==> config.mk <==
export PLATFORM = sky130hd
export DESIGN_NAME = simon_ram
export DESIGN_NICKNAME = d
export VERILOG_FILES = /design/src/hw/rtl/simon_ram.sv
export SDC_FILE = /design/constraint.sdc
export NUM_CORES = 2
export LEC_CHECK = 0
export BUFFER_PORTS_ARGS = -buffer_cell sky130_fd_sc_hd__buf_4
export CORE_MARGIN = 1
export CORE_UTILIZATION = 36
export CTS_CLUSTER_SIZE = 30
export DETAILED_ROUTE_END_ITERATION = 16
export PLACE_DENSITY = 0.49
export SYNTH_ARGS = -nofsm -noshare
export SYNTH_HDL_FRONTEND = slang
export SYNTH_MEMORY_MAX_BITS = 65536
export SYNTH_SLANG_ARGS = --single-unit
==> constraint.sdc <==
create_clock -name i_clk -period 7.86 [get_ports i_clk]
set_clock_uncertainty 0.15 [all_clocks]
set_input_delay 1.179 -clock i_clk [delete_from_list [all_inputs] [get_ports i_clk]]
set_output_delay 1.179 -clock i_clk [all_outputs]
set_load 0.02 [all_outputs]
==> src/hw/rtl/simon_ram.sv <==
// ----------------------------------------------------------------------------
// simon_ram
// simple dual-port ram, one write and one registered read port
// ----------------------------------------------------------------------------
`timescale 1ns / 1ps

module simon_ram #(
    parameter int WIDTH = 64,
    parameter int DEPTH = 72
) (
    input  logic                     i_clk,
    input  logic                     i_wr_en,
    input  logic [$clog2(DEPTH)-1:0] i_wr_addr,
    input  logic [WIDTH-1:0]         i_wr_data,
    input  logic                     i_rd_en,
    input  logic [$clog2(DEPTH)-1:0] i_rd_addr,
    output logic [WIDTH-1:0]         o_rd_data
);

    logic [WIDTH-1:0] r_mem [DEPTH];
    logic [WIDTH-1:0] r_rd_data;

    always_ff @(posedge i_clk) begin
        if (i_wr_en) begin
            r_mem[i_wr_addr] <= i_wr_data;
        end
        if (i_rd_en) begin
            r_rd_data <= r_mem[i_rd_addr];
        end
    end

    assign o_rd_data = r_rd_data;

endmodule

# Word-level counts from Yosys, hierarchy flattened
# Memory sizes are Yosys's and may differ from the RTL's. A register that Yosys moved wholly into a read port is not among the register bits.
# Cells that the tools add are included.
# Widths: inputs -> output; s select.
# word_totals
in_bits	81
word_cells	3
output_inout_bits	64
ff_bits	0
n_memories	1
mem_bits_rw	4608
# classes
muxes	2
# memory_table
memory	words	width	rd	rd_ports_with_merged_regs	wr	line_no	rtl
r_mem	72	64	1	1	1	20	logic [WIDTH-1:0] r_mem [DEPTH];
# op_table
cell	n
$mux 1	2

# Logic depth before layout (Yosys ltp)
# depth
word_depth	2
depth_mapped	11

# Worst setup path before layout
# Ideal clock, no wire load.
# synth_timing
path_type	input to register
from	input port i_wr_addr[5]
to	memory r_mem[24][0] (enable)
path_slack_ns	1.113
n_path_buf	0
required_ns	7.145
path_stages	4
t_arrival_ns	6.032
cell_sequence	nor2_1 -> and3_1 -> nand3b_1 -> nor3_1
# synth_rtl
element	line_no	rtl
start: declaration	13	input logic [$clog2(DEPTH)-1:0] i_wr_addr,
end: declaration	20	
# No word-level cell before the write port.

==> run metrics <==
status complete, but fails checks; failing checks slew limit; CTS tree yes; drt first pass iters 6; routed vias/inst 5.81; worst-path maximum fanout 90; Seq/Total Area, Yosys 0.789; RSZ-0062 raised after global routing no; fin. max-slew vios 26; WP data arrival 4.71 ns; GR Util met3 0.0314; root buf cell clkbuf_16; asr flop ratio synth 0; Fin Hold WS a little over 0.5 ns; detailed placer's ending HPWL roughly 300000 µm; largest net degree at the start of global routing 108; post-synthesis cell type count 36; synthesized cell area 178000 µm²; Post-Syn Area per Cell 22.7 µm²; layout cells sized above 1 0.244; Die X-Extent about 700 µm; Most used DFF post-synth edfxtp_1; Post-synth EDFFs 4672; row count 257; syn nets 7916; post-cts sizing count 0; core area ~490000 µm²; drt wl/cell ~38 µm; Max Root-Sink Buffers 4; CP Data Required Time 8.45 ns; # hold bufs at CTS 0; Worst IR Drop VDD 0.225 mV; NumNets Final about 8400; antenna violations before repair between 40 and 50; kind of critical path input pin to flop; Worst-Skew Late Latency between 1 and 1.5 ns; Multi-input gate area about 36000 µm²; Iter 0 DRT Violations 11000; most frequent cells in the layout edfxtp_1, mux4_2, mux2i_1; Worst R2R Path Depth 5; number of remaining DRC errors 0; Most Used Layer, Global Route met2; hold endpoint r_mem[33][0]; min-delay src i_wr_data[0]; Hold Path Depth 1; # IOs between 100 and 150; Final min period 4.11 ns; I/O Buffers 144; first-pass GRT wire length 772000 µm; H-Tree Depth 5; Die Ht around 700 µm; vias in the first global route 88200; WL final 574000 µm; Setup crit end kind flop; #FFs+latches synth roughly 4700; Storage cell area roughly 140000 µm²; Global Route Usage Sum 0.226; commonest non-fill, non-tap cell in the layout edfxtp_1; remaining antenna violation count 0; postcts setup bufs 0; M2 GR Usage 0.372; total congestion overflow 0; max cap viols 0; synthesized netlist cell count 7835; Ys Warns 0; post-layout util 0.414; Syn-to-layout area delta 14.2%; setup TNS 0 ns; initial core utilization 0.362; Max Clk Rate 0.243 GHz; worst hold path type input pin to flop; # setup viols final 0; gpl congestion ~0.76; Worst setup SP type input pin; final period utilization 0.523; CTS clk-pin slew, worst paths 0.06 ns; pwr/cell area 257 nW/µm²; CTS Buf Count 477; GR Util met1 0.321; die area a little under 500000 µm²; Critical R2R Launch r_mem[34][2]; leakage approximately 0.064 µW; vias 88100; max_slew headroom -0.0668; reg2reg end o_rd_data[2]; CTS sink count 4672; R2R Setup Slk 5.08 ns; fill cell count 42500; actual slew at the worst max-slew pin 1.60 ns; final count of hold timing violations 0
[worst max-delay path, stage by stage]
cell,delay [ns]
buf_16,0.48
buf_12,0.42
buf_4,0.49
mux4_2,0.56
mux2i_1,0.21
o22ai_1,0.10
a2111oi_0,0.61
buf_4,0.23
nor4_1,0.05
[worst max-delay path by stage]
stage,from,to,slack [ns],cells past startpoint
global route,i_rd_addr[0],o_rd_data[55],3.60,9
finish,i_rd_addr[0],o_rd_data[55],3.75,9
CTS,i_rd_addr[0],o_rd_data[55],3.86,9
detailed placement,i_rd_addr[0],o_rd_data[55],2.78,9
global placement,i_rd_addr[0],o_rd_data[43],2.71,8
floorplan,i_wr_addr[5],r_mem[24][0],1.11,4
[state kept, by name (all words and copies together), names as in the netlist]
register	count
o_rd_data	64
r_mem	4608
[through the flow]
stage,worst slack [ns],instances,area (µm²),total power (µW)
2_1_floorplan,1.11,7835,178000,29400
3_3_place_gp,2.71,14300,188000,30500
3_5_place_dp,2.78,14300,188000,30500
4_1_cts,3.86,15200,203000,52600
5_1_grt,3.60,15200,203000,53500
6_report,3.75,15200,203000,52100
[per-layer routing]
metal	part of all wire	vias up
met4	0.024	12
met2	0.49	3566
met3	0.065	728
met1	0.42	49400
li1	-	34400
met5	0.00015	-
[power breakdown]
part	leakage, µW	switching, µW	internal [µW]
logic	0.0144	1500	809
clock network	0.00730	9730	12500
registers	0.0420	86.5	27600
total	0.0638	11300	40800
[cells in the mapped netlist, types with 2 or more instances]
cell type / number / share of area
nand4_1: 11 / 0.00039
nor3_1: 4 / 0.00011
clkbuf_1: 167 / 0.0035
a2111oi_0: 30 / 0.0015
a22oi_1: 147 / 0.0062
mux4_2: 924 / 0.12
nand2_1: 149 / 0.0031
o22ai_1: 128 / 0.0045
nor2_1: 118 / 0.0025
mux2i_1: 717 / 0.040
mux2_2: 57 / 0.0036
o211a_1: 25 / 0.0014
nand3_1: 18 / 0.00051
a21oi_1: 25 / 0.00070
o21ai_0: 43 / 0.0012
nand2b_1: 35 / 0.0012
nand3b_1: 2 / 0.000084
nor4_1: 30 / 0.0011
nor2b_1: 45 / 0.0016
edfxtp_1: 4672 / 0.79
buf_2: 151 / 0.0043
a41oi_1: 9 / 0.00044
a221oi_1: 101 / 0.0050
buf_6: 29 / 0.0018
buf_4: 74 / 0.0031
o221ai_1: 11 / 0.00054
or2_2: 4 / 0.00014
a32oi_1: 25 / 0.0012
o22a_1: 9 / 0.00044
a211oi_1: 40 / 0.0017
buf_1: 12 / 0.00025
o211ai_1: 15 / 0.00063
and4b_1: 5 / 0.00028
[area by class of cell]
type                       count  share of cell area
clock buffer                 588              0.0611
tap                         6475              0.0399
sequential                  4672               0.691
antenna                        9            0.000111
timing repair buffer         404              0.0180
multi-input combinational   2730               0.176
clock inverter               287              0.0132
[cells by family after synthesis]
logic type / after synthesis / share of synthesized area
AND/OR/NAND/NOR: 424 / 0.0112
buffers and inverters: 433 / 0.0130
flip-flops: 4672 / 0.789
AO/OA/AOI/OAI: 608 / 0.0255
multiplexers: 1698 / 0.161
No activity file was read; power rests on OpenSTA's default activity.
