`config.mk`:
```
export PLATFORM = sky130hd
export DESIGN_NAME = simon_ctrl
export DESIGN_NICKNAME = d
export VERILOG_FILES = /design/src/hw/rtl/simon_pkg.sv /design/src/hw/rtl/simon_ctrl.sv
export SDC_FILE = /design/constraint.sdc
export NUM_CORES = 1
export LEC_CHECK = 0
export BUFFER_PORTS_ARGS = -buffer_cell sky130_fd_sc_hd__buf_2
export CORE_MARGIN = 2
export CORE_UTILIZATION = 55
export DETAILED_ROUTE_END_ITERATION = 8
export HOLD_SLACK_MARGIN = 0.06
export PLACE_DENSITY_LB_ADDON = 0.05
export SYNTH_ARGS = -nofsm -noshare
export SYNTH_HDL_FRONTEND = slang
export SYNTH_SLANG_ARGS = --single-unit
```
`constraint.sdc`:
```
create_clock -name i_clk -period 5.3 [get_ports i_clk]
set_input_delay 0.265 -clock i_clk [delete_from_list [all_inputs] [get_ports i_clk]]
set_output_delay 0.265 -clock i_clk [all_outputs]
set_load 0.03 [all_outputs]
```
`src/hw/rtl/simon_pkg.sv`:
```
// ----------------------------------------------------------------------------
// simon_pkg
// types, register map and variant tables shared by the cipher modules
// ----------------------------------------------------------------------------
`timescale 1ns / 1ps

package simon_pkg;

    localparam int WORD_W    = 64;
    localparam int VAR_W     = 3;
    localparam int NUM_REGS  = 5;
    localparam int REG_IDX_W = 3;
    localparam int NUM_KEYS  = 4;
    localparam int Z_PERIOD  = 62;
    localparam int Z_IDX_W   = 6;

    // register map, one 64-bit register every eight bytes
    localparam logic [REG_IDX_W-1:0] REG_VARIANT = 3'd0;
    localparam logic [REG_IDX_W-1:0] REG_KEY0    = 3'd1;
    localparam logic [REG_IDX_W-1:0] REG_KEY1    = 3'd2;
    localparam logic [REG_IDX_W-1:0] REG_KEY2    = 3'd3;
    localparam logic [REG_IDX_W-1:0] REG_KEY3    = 3'd4;

    // block/key sizes
    localparam logic [VAR_W-1:0] VAR_32_64   = 3'd0;
    localparam logic [VAR_W-1:0] VAR_48_96   = 3'd1;
    localparam logic [VAR_W-1:0] VAR_64_128  = 3'd2;
    localparam logic [VAR_W-1:0] VAR_96_144  = 3'd3;
    localparam logic [VAR_W-1:0] VAR_128_256 = 3'd4;

    localparam logic [WORD_W-1:0] Z0 = 64'h19C3_522F_B386_A45F;
    localparam logic [WORD_W-1:0] Z1 = 64'h1686_4FB8_AD0C_9F71;
    localparam logic [WORD_W-1:0] Z3 = 64'h3C2C_E512_07A6_35DB;
    localparam logic [WORD_W-1:0] Z4 = 64'h3DC9_4C3A_046D_678B;

    typedef struct packed {
        logic              cmd;
        logic [WORD_W-1:0] first_word;
        logic [WORD_W-1:0] second_word;
    } t_req;

    typedef struct packed {
        logic [WORD_W-1:0] result_first;
        logic [WORD_W-1:0] result_second;
    } t_res;

    typedef enum logic [1:0] {
        ST_KLOAD,
        ST_EXPAND,
        ST_IDLE,
        ST_ROUND
    } t_state;

    typedef struct packed {
        logic key_load;
        logic key_step;
        logic blk_load;
        logic blk_round;
        logic blk_last;
    } t_dp_cmd;

    function automatic logic [VAR_W-1:0] eff_variant(input logic [VAR_W-1:0] v);
        return (v > VAR_128_256) ? VAR_128_256 : v;
    endfunction

    function automatic int unsigned word_bits(input logic [VAR_W-1:0] ev);
        unique case (ev)
            VAR_32_64:  return 16;
            VAR_48_96:  return 24;
            VAR_64_128: return 32;
            VAR_96_144: return 48;
            default:    return 64;
        endcase
    endfunction

    function automatic logic [WORD_W-1:0] word_mask(input logic [VAR_W-1:0] ev);
        unique case (ev)
            VAR_32_64:  return 64'h0000_0000_0000_FFFF;
            VAR_48_96:  return 64'h0000_0000_00FF_FFFF;
            VAR_64_128: return 64'h0000_0000_FFFF_FFFF;
            VAR_96_144: return 64'h0000_FFFF_FFFF_FFFF;
            default:    return 64'hFFFF_FFFF_FFFF_FFFF;
        endcase
    endfunction

    // index of the final round
    function automatic int unsigned round_last(input logic [VAR_W-1:0] ev);
        unique case (ev)
            VAR_32_64:  return 31;
            VAR_48_96:  return 35;
            VAR_64_128: return 43;
            VAR_96_144: return 53;
            default:    return 71;
        endcase
    endfunction

    function automatic logic four_keys(input logic [VAR_W-1:0] ev);
        return ev != VAR_96_144;
    endfunction

    function automatic logic [WORD_W-1:0] z_seq(input logic [VAR_W-1:0] ev);
        unique case (ev)
            VAR_32_64:  return Z0;
            VAR_48_96:  return Z1;
            VAR_64_128: return Z3;
            VAR_96_144: return Z3;
            default:    return Z4;
        endcase
    endfunction

    // rotations within the variant word; upper bits of v must already be zero
    function automatic logic [WORD_W-1:0] rotl(input logic [WORD_W-1:0] v,
                                               input int unsigned r,
                                               input logic [VAR_W-1:0] ev);
        return ((v << r) | (v >> (word_bits(ev) - r))) & word_mask(ev);
    endfunction

    function automatic logic [WORD_W-1:0] rotr(input logic [WORD_W-1:0] v,
                                               input int unsigned r,
                                               input logic [VAR_W-1:0] ev);
        return ((v >> r) | (v << (word_bits(ev) - r))) & word_mask(ev);
    endfunction

    function automatic logic [WORD_W-1:0] mix(input logic [WORD_W-1:0] x,
                                              input logic [VAR_W-1:0] ev);
        return (rotl(x, 1, ev) & rotl(x, 8, ev)) ^ rotl(x, 2, ev);
    endfunction

endpackage

```
`src/hw/rtl/simon_ctrl.sv`:
```
// ----------------------------------------------------------------------------
// simon_ctrl
// sequencer for key expansion and the encrypt/decrypt round loop
// ----------------------------------------------------------------------------
`timescale 1ns / 1ps

module simon_ctrl #(
    parameter int MAX_ROUNDS = 72
) (
    input  logic                          i_clk,
    input  logic                          i_rst_n,
    input  logic                          i_start,
    input  logic                          i_dec,
    input  logic                          i_cfg_wr,
    input  logic [simon_pkg::VAR_W-1:0]   i_variant,
    output logic                          o_busy,
    output logic                          o_done,
    output simon_pkg::t_dp_cmd            o_cmd,
    output logic                          o_wr_en,
    output logic [$clog2(MAX_ROUNDS)-1:0] o_wr_addr,
    output logic                          o_rd_en,
    output logic [$clog2(MAX_ROUNDS)-1:0] o_rd_addr
);

    import simon_pkg::*;

    localparam int AW = $clog2(MAX_ROUNDS);

    t_state        r_state, n_state;
    logic [AW-1:0] r_cnt, n_cnt;
    logic          r_dec, n_dec;
    logic          r_done;
    logic [AW-1:0] last_idx;
    logic          at_last;

    assign last_idx = AW'(round_last(i_variant));
    assign at_last  = (r_cnt == last_idx);

    // next state: any register write rebuilds the key schedule
    always_comb begin
        n_state = r_state;
        if (i_cfg_wr) begin
            n_state = ST_KLOAD;
        end else begin
            unique case (r_state)
                ST_KLOAD:  n_state = ST_EXPAND;
                ST_EXPAND: if (at_last) n_state = ST_IDLE;
                ST_IDLE:   if (i_start) n_state = ST_ROUND;
                ST_ROUND:  if (at_last) n_state = ST_IDLE;
                default:   n_state = ST_KLOAD;
            endcase
        end
    end

    always_comb begin
        n_cnt     = r_cnt;
        n_dec     = r_dec;
        o_cmd     = '0;
        o_wr_en   = 1'b0;
        o_rd_en   = 1'b0;
        o_rd_addr = '0;
        unique case (r_state)
            ST_KLOAD: begin
                o_cmd.key_load = 1'b1;
                n_cnt          = '0;
            end
            ST_EXPAND: begin
                o_cmd.key_step = 1'b1;
                o_wr_en        = 1'b1;
                n_cnt          = r_cnt + 1'b1;
            end
            ST_IDLE: begin
                n_cnt = '0;
                if (i_start) begin
                    o_cmd.blk_load = 1'b1;
                    n_dec          = i_dec;
                    o_rd_en        = 1'b1;
                    o_rd_addr      = i_dec ? last_idx : '0;
                end
            end
            ST_ROUND: begin
                o_cmd.blk_round = 1'b1;
                n_cnt           = r_cnt + 1'b1;
                if (at_last) begin
                    o_cmd.blk_last = 1'b1;
                end else begin
                    // fetch the key of the following round
                    o_rd_en   = 1'b1;
                    o_rd_addr = r_dec ? (last_idx - r_cnt - 1'b1) : (r_cnt + 1'b1);
                end
            end
            default: begin
                n_cnt = '0;
            end
        endcase
    end

    always_ff @(posedge i_clk) begin
        if (!i_rst_n) begin
            r_state <= ST_KLOAD;
            r_cnt   <= '0;
            r_dec   <= 1'b0;
            r_done  <= 1'b0;
        end else begin
            r_state <= n_state;
            r_cnt   <= n_cnt;
            r_dec   <= n_dec;
            r_done  <= o_cmd.blk_last;
        end
    end

    assign o_wr_addr = r_cnt;
    assign o_busy    = (r_state != ST_IDLE);
    assign o_done    = r_done;

endmodule

```
# Yosys cells after proc, flatten, opt, wreduce, memory -nomap -nowiden
# Cells that the tools add are included.
# totals
in_bits	8
mem_count	0
ff_bits	11
latchBits	0
mem_bits_ro	0
ram_bits	0
# op_classes
n_mul	0
mux	18
bitwise	1
n_div	0
n_lt_le_gt_ge	0
n_reduce_logical	7
addsub	3
n_eq_ne	10
shift	0
# ops
op	n
2-to-1 mux 7 bit	4
one-hot mux 7 bit (2 select lines)	2
one-hot mux 7 bit (4 select lines)	1
adder 7 x 1 -> 7 bit, second input constant	1
equality test 7 bit	1
subtractor 7 x 1 -> 7 bit, second input constant	1
subtractor 7 bit	1
equality test 3 x 2 -> 1 bit, second input constant	2
2-to-1 mux 1 bit	6
2-to-1 mux 2 bit	3
one-hot mux 2 bit (3 select lines)	1
OR reduction 2 bit	3
equality test 2 bit, second input constant	2
!= test 2 bit, second input constant	2
AND reduction 2 bit	2
equality test 3 x 1 -> 1 bit, second input constant	1
zero test 3 bit	1
equality test 2 x 1 -> 1 bit, second input constant	1
zero test 2 bit	1
!= test 2 x 1 -> 1 bit, second input constant	1
one-hot mux 1 bit (2 select lines)	1
NOT 1 bit	1

# Logic depth before layout (Yosys ltp)
# Gate-level depths: netlist of run 1.
# logic_depth
depth_word	7
ltp_mapped	11

# Least setup slack after synthesis of run 1
# No wires, ideal clock.
# synth_timing
path_type	reg-to-output
startpoint	register r_cnt[2] (netlist: o_wr_addr[2])
endpoint	output port o_rd_addr[5]
stages_incl_launch_ff	9
path_slack_ns	2.665
path_buffers	1
arrival_ns	2.370
cell_sequence	dfxtp_1 > clkbuf_1 > inv_1 > ha_1 > a21o_1 > a41oi_1 > o21ai_0 > mux2i_1 > o32ai_2
# synth_between
elab_chain_cells	5
elab_cells_between_ends	7
classes_between	add/sub (3); eq/ne (1); mux (3)
# synth_lines
element	line_no	rtl
from (decl)	simon_ctrl.sv:30	logic [AW-1:0] r_cnt, n_cnt;
from (signal assigned)	simon_ctrl.sv:106	r_cnt <= n_cnt;
subtractor 7 bit	simon_ctrl.sv:89	o_rd_addr = r_dec ? (last_idx - r_cnt - 1'b1) : (r_cnt + 1'b1);
subtractor 7 x 1 -> 7 bit	simon_ctrl.sv:89	
2-to-1 mux 7 bit	simon_ctrl.sv:89	
2-to-1 mux 7 bit *	simon_ctrl.sv:84	if (at_last) begin
one-hot mux 7 bit (2 select lines) *	simon_ctrl.sv:62	unique case (r_state)
to (decl)	simon_ctrl.sv:22	output logic [$clog2(MAX_ROUNDS)-1:0] o_rd_addr
# Mark *: on every way between the ends. The rest lies on a longest branch, timed or not.

# Final worst setup path of run 1
# layout_timing
startpoint	input port i_variant[0] in the netlist's numbering
endpoint	output port o_rd_addr[5]
# layout_between
elab_chain_cells	7
elab_cells_between_ends	13
classes_between	add/sub (2); eq/ne (4); mux (6); reduce/logical (1)
# layout_lines
element	line_no	rtl
from (decl)	simon_ctrl.sv:15	input logic [simon_pkg::VAR_W-1:0] i_variant,
equality test 3 x 2 -> 1 bit (tied with other cells)	simon_pkg.sv:88	unique case (ev)
one-hot mux 7 bit (4 select lines) *	simon_pkg.sv:88	
subtractor 7 bit	simon_ctrl.sv:89	
subtractor 7 x 1 -> 7 bit	simon_ctrl.sv:89	
2-to-1 mux 7 bit	simon_ctrl.sv:89	
2-to-1 mux 7 bit	simon_ctrl.sv:84	
one-hot mux 7 bit (2 select lines) *	simon_ctrl.sv:62	
# Marked as above.

==> impl_metrics.tcl, run 1 <==
set metrics [dict create \
    cp_max_fo 9 \
    rsz0062_at_grt "no" \
    min_path_cells 2 \
    max_cap_viol_count 0 \
    gr-max-usage-layer "met2" \
    coreArea_sq_um 1760 \
    ff2ff_path_depth 7 \
    hold_viol 0 \
    wl_per_cell_um 13.8 \
    internal-power_mw 0.129 \
    drc_errors 0 \
    hold_path_class "in -> reg" \
    drv_slew 0 \
    synth_edf_count 0 \
    crit_type "in -> out" \
    p_seq_share_pct 46.9 \
    whs_endpoint "r_state[1]$_SDFFE_PP0P_" \
    postCtsSetupBuffers 0 \
    syn_nets 150 \
    ctsResizeCount 0 \
    grt_antenna_before_repair 0 \
    clkTransAtPathRegs_ns 0.07 \
    clkPwrFrac_pct 30.3 \
    cp-start-kind "input pin" \
    yosysWarningCount 0 \
    grt_max_degree 16 \
    first_pass_iters 4 \
    status "complete, no violations" \
    ir_drop_uv 142 \
    skew_ns 0.000865 \
    yosys-top-cells-area "dfxtp_1, ha_1, xnor2_1" \
    fin_setup_tns_ns 0 \
    ant_nets 0 \
    met2_usage_pct 41.6 \
    ys_seq_area_share_pct 20.9 \
    finalSetupViolCount 0 \
    viasPerCell 5.55 \
    track_usage_pct 25.6 \
    holdBufCountCts 0 \
    powerDensity_nw_per_um2 149 \
    wl_mm 2.56 \
    dieArea_sq_um 2280 \
    final_layout_size_suffix_gt1_share_pct 26.1 \
    drt_iter0_drc 49 \
    yosysTopAreaCellShare_pct 20.9 \
    portBuffers 30 \
    required_ns 5.04 \
    cts.path.max_buffers 2 \
    min_period_over_period_pct 53.3 \
    dr_total_vias 1033 \
    nFillCells 167 \
    r2r_slack_ns 3.60 \
    numCtsBuffers 3 \
    clk_latency_ns 0.26 \
    cts.sinks 11 \
    h-tree-depth 1 \
    async_flop_share_pct 0 \
    grt_pass1_vias 923 \
    timing.fmax_mhz 354 \
    grt_pass1_wl_mm 4.06 \
    grtUsageMet3_pct 3.40 \
    synth_flop_cell "dfxtp_1" \
    rows 15 \
    grt.overflow.total 0 \
    post-dp-hpwl_mm 2.05 \
    max_slew.worst_pin.slew_ns 0.552 \
    synth_top_area_cell "dfxtp_1" \
    multi_input_area_sq_um 744 \
    period_needed_ns 2.82 \
    hp-start "i_cfg_wr" \
    fin_total_pwr_mw 0.181 \
    r2r_end "r_state[1]$_SDFFE_PP0P_" \
    nets 179 \
    avgSynthCellArea_sq_um 7.91 \
    switching_share_pct 29.0 \
    area_growth_pct 16.1 \
    synthCells 133 \
    die_w_um 47.7 \
    p_leak_nw 0.534 \
    r2r_start "o_wr_addr[1]$_SDFF_PN0_" \
    seqCellArea_sq_um 220 \
    ys_seq_elements 11 \
    cts_tree "yes" \
    gp_congestion 0.945 \
    grt_util_met1_pct 33.3 \
    clock_tree.root_cell "clkbuf_4" \
    initial_core_util_pct 59.6 \
    arrival_ns 2.56 \
    dpl-instance-area_sq_um 1190 \
    endpoint_kind "output pin" \
    synthDistinctLibCells 42 \
    final_cells 186 \
    ios 31 \
    n_antenna_cell 0 \
    netlist_area_sq_um 1050 \
    final_area_sq_um 1220 \
    relSlewSlack_pct 63.1 \
    p_sw_mw 0.0526 \
    place_inst 182 \
    die_height_um 47.7 \
    power_frac_comb_pct 22.9 \
]
-- cells by family after synthesis --
| group | after synthesis | share of synthesized area [%] |
|---|---|---|
| DFF | 11 | 20.9 |
| buffers and inverters | 19 | 8.32 |
| AOI/OAI and AO/OA | 31 | 21.8 |
| xor gates and xnor gates | 11 | 9.87 |
| adders and majority gates | 9 | 11.4 |
| muxes | 4 | 3.92 |
| and+or+nand+nor | 48 | 23.8 |
-- layer usage --
| layer | part of all wire [%] | routed length [um] | vias up |
|---|---|---|---|
| met5 | 0 | 0 | - |
| met3 | 3.7 | 96 | 4 |
| li1 | - | - | 529 |
| met1 | 46 | 1190 | 470 |
| met2 | 49 | 1250 | 30 |
| met4 | 1.2 | 30 | 0 |
-- cell usage in the layout, fill, tap and decap left out, types with 2 or more instances in the layout --
master and instances:
nor2_1 12, a21oi_1 2, o21a_1 2, a21o_1 2, nor3_1 3, xor2_1 3
o32ai_1 2, nand2_1 10, a2111oi_0 2, o32ai_2 2, o21ai_0 5, inv_1 12
o211ai_1 3, xnor2_1 7, mux2i_1 3, o22ai_1 2, buf_2 30, nand4_1 2
a31oi_1 2, nor2b_1 5, and3_1 2, dfxtp_1 11, o21ai_1 4, clkbuf_4 3
nand3_1 5, nand2b_1 3, ha_1 8
-- power groups by stage --
stage                     logic, mW  clock network [mW]  registers (mW)
final                        0.0414              0.0549          0.0850
after detailed placement     0.0407                   0          0.0869
after global placement       0.0392                   0          0.0869
after floorplan              0.0302                   0          0.0873
after global routing         0.0453              0.0602          0.0851
after CTS                    0.0412              0.0567          0.0850
-- cell type report --
| type | count | area share (%) |
|---|---|---|
| clock buffer | 4 | 2.15 |
| inverter | 13 | 4.00 |
| multi-input combinational | 103 | 61.0 |
| sequential | 11 | 18.0 |
| tap | 25 | 2.56 |
| timing repair buffer | 30 | 12.3 |
-- cells in the mapped netlist, drive strengths merged, types with 3 or more instances --
cell,n
buf,4
dfxtp,11
ha,8
inv,13
mux2i,3
nand2,11
nand2b,3
nand3,5
nor2,12
nor2b,5
nor3,3
o211ai,3
o21ai,9
o32ai,4
xnor2,7
xor2,4
-- sequential cells by signal, summed over array words and instances, names as in the netlist --
name / count
o_done: 1
o_wr_addr: 7
r_dec: 1
r_state: 2
-- worst max-delay path, stage by stage --
cell       delay (ns)
buf_2            0.20
xor2_2           0.26
nor2_1           0.10
ha_1             0.42
nor4b_2          0.38
a2111oi_0        0.13
o21ai_0          0.19
o21ai_0          0.13
o32ai_2          0.26
buf_2            0.23
-- how the worst max path moves through the flow --
stage | start | endpoint | slack, ns | depth (start not counted)
finish | i_variant[0] | o_rd_addr[5] | 2.48 | 10
global placement | i_variant[0] | o_rd_addr[5] | 2.61 | 10
detailed placement | i_variant[0] | o_rd_addr[5] | 2.50 | 10
floorplan | o_wr_addr[2]$_SDFF_PN0_ | o_rd_addr[5] | 2.66 | 8
CTS | i_variant[0] | o_rd_addr[5] | 2.47 | 10
global route | i_variant[0] | o_rd_addr[5] | 2.29 | 10
-- metrics by stage --
stage          setup slack, ns  util (%)  hold slack [ns]
2_1_floorplan             2.66         -            0.338
3_3_place_gp              2.61      67.7            0.439
3_5_place_dp              2.50      67.7            0.443
4_1_cts                   2.47      69.2            0.161
5_1_grt                   2.29      69.2            0.169
6_report                  2.48      69.2            0.169
Note: power is estimated with default switching activity, not from simulation.
==> run 2: changes to the inputs <==
Settings changed: CORE_UTILIZATION 55 to 51.
Clock period 5.3 ns to 2.8 ns, I/O delays scaled along.
==> run 2 against run 1 <==
  * Flip-flop and latch count unchanged
  * Die area increased by 7.2%
  * Routed wire length increased by 2.5%
  * Sequential power increased by 89%
  * Non-clock buffer count increased by 2
  * Final cell count increased by 2.2%
  * Clock skew about the same
  * Global-route usage decreased by 2.2 points
  * Combinational power increased by 90%
  * Critical path type is now reg -> out
  * Sequential share of layout area decreased by 0.29 points
  * Power increased by 90%
==> impl_metrics.tcl, run 2 (synthesis results as in run 1) <==
set metrics [dict create \
    status "complete, no violations" \
    arrival_ns 2.46 \
    clk_latency_ns 0.26 \
    required_ns 2.66 \
    wl_mm 2.63 \
    n_antenna_cell 0 \
    period_needed_ns 2.60 \
    first_pass_iters 4 \
    dpl-instance-area_sq_um 1200 \
    drc_errors 0 \
    grt_pass1_vias 991 \
    wl_met1_mm 1.24 \
    postCtsSetupBuffers 0 \
    min_path_cells 2 \
    fin_setup_tns_ns 0 \
    final_area_sq_um 1240 \
    top_layer "met4" \
    initial_core_util_pct 53.6 \
    cp-start-kind "flop" \
    hold-worst-slack_ns 0.161 \
    grt_max_degree 16 \
    endpoint_kind "output pin" \
    drv_slew 0 \
    rows 16 \
    min_period_over_period_pct 92.7 \
    fin_total_pwr_mw 0.344 \
    rsz0062_at_grt "no" \
    p_leak_nw 0.544 \
    ant_nets 0 \
    cts.path.max_buffers 2 \
    viasPerCell 5.56 \
    powerDensity_nw_per_um2 277 \
    max_cap_viol_count 0 \
    die_height_um 49.4 \
    hold_path_class "in -> reg" \
    grt_pass1_wl_mm 4.52 \
    grt_antenna_before_repair 0 \
    seqCellArea_sq_um 220 \
    clkTransAtPathRegs_ns 0.07 \
    gp_congestion 0.946 \
    nets 181 \
    wl_per_cell_um 13.8 \
    timing.fmax_mhz 385 \
    ir_drop_uv 264 \
    coreArea_sq_um 1960 \
    largest_reg_flops 7 \
    track_usage_pct 23.5 \
    drt_iter0_drc 33 \
    wl_met3_um 118 \
    final_common_cell "buf_2" \
    clock_tree.root_cell "clkbuf_4" \
    numCtsBuffers 3 \
    final_layout_size_suffix_gt1_share_pct 26.4 \
    skew_ns 0.000634 \
    ctsResizeCount 0 \
    portBuffers 30 \
    cp_max_fo 8 \
    final_cell_mix "buf_2, inv_1, nor2_1, dfxtp_1, nand2_1" \
    dr_total_vias 1057 \
    hold_viol 0 \
    finalSetupViolCount 0 \
    relSlewSlack_pct 62.9 \
    dieArea_sq_um 2440 \
    die_w_um 49.4 \
    ff2ff_path_depth 7 \
    ios 31 \
    post-dp-hpwl_mm 2.12 \
    grt.overflow.total 0 \
    area_growth_pct 18.0 \
    max_slew.worst_pin.slew_ns 0.556 \
    cts.sinks 11 \
    multi_input_area_sq_um 744 \
    cts_tree "yes" \
    holdBufCountCts 1 \
    dr_wl_met2_mm 1.20 \
    nFillCells 203 \
    h-tree-depth 1 \
    crit_type "reg -> out" \
]
run 2: cell types whose count changed in the layout (fill, tap and decap cells not counted), sizes merged:
cell / previous run / this run
buf: 30 / 31
dlygate4sd3: 0 / 1
run 2: worst paths after layout:
check                            end  slack (ns)                     from
max reg2reg  r_state[1]$_SDFFE_PP0P_        1.06  o_wr_addr[1]$_SDFF_PN0_
max                     o_rd_addr[6]        0.20  o_wr_addr[0]$_SDFF_PN0_
min reg2reg  o_wr_addr[0]$_SDFF_PN0_        0.56  o_wr_addr[0]$_SDFF_PN0_
min          o_wr_addr[1]$_SDFF_PN0_        0.16                  i_rst_n
run 2: cell type report:
class	instances	share of cell area, %
Timing Repair Buffer	32	13.5
Sequential cell	11	17.7
Clock buffer	4	2.12
Tap cell	27	2.72
Multi-Input combinational cell	103	60.0
Inverter	13	3.93
run 2: metrics by stage:
stage / instances / util, % / worst slack, ns
3_3_place_gp: 185 / 61.4 / 0.349
2_1_floorplan: 133 / - / 0.290
3_5_place_dp: 185 / 61.4 / 0.315
6_report: 190 / 63.3 / 0.204
5_1_grt: 190 / 63.3 / 0.0527
4_1_cts: 190 / 63.3 / 0.186
run 2: report_power, final:
group / leakage (nW) / switching, mW / internal [mW]
Clock: 0.0150 / 0.0492 / 0.0550
Combinational: 0.440 / 0.0470 / 0.0316
Sequential: 0.0890 / 0.00310 / 0.158
Total: 0.544 / 0.0993 / 0.245
run 2: layer usage:
layer  vias up  track usage (%)
met5         -                0
met1       481             33.7
met4         0             9.72
met2        36             36.0
li1        531                -
met3         9             1.84
run 2: worst max-delay path, cell delays in order (launching register included):
cell and delay [ns]:
dfxtp_1 0.49, inv_1 0.14, fa_1 0.47, a21oi_1 0.23, o211ai_1 0.11, o211ai_1 0.11
mux2i_1 0.12, o32ai_2 0.27, buf_2 0.24
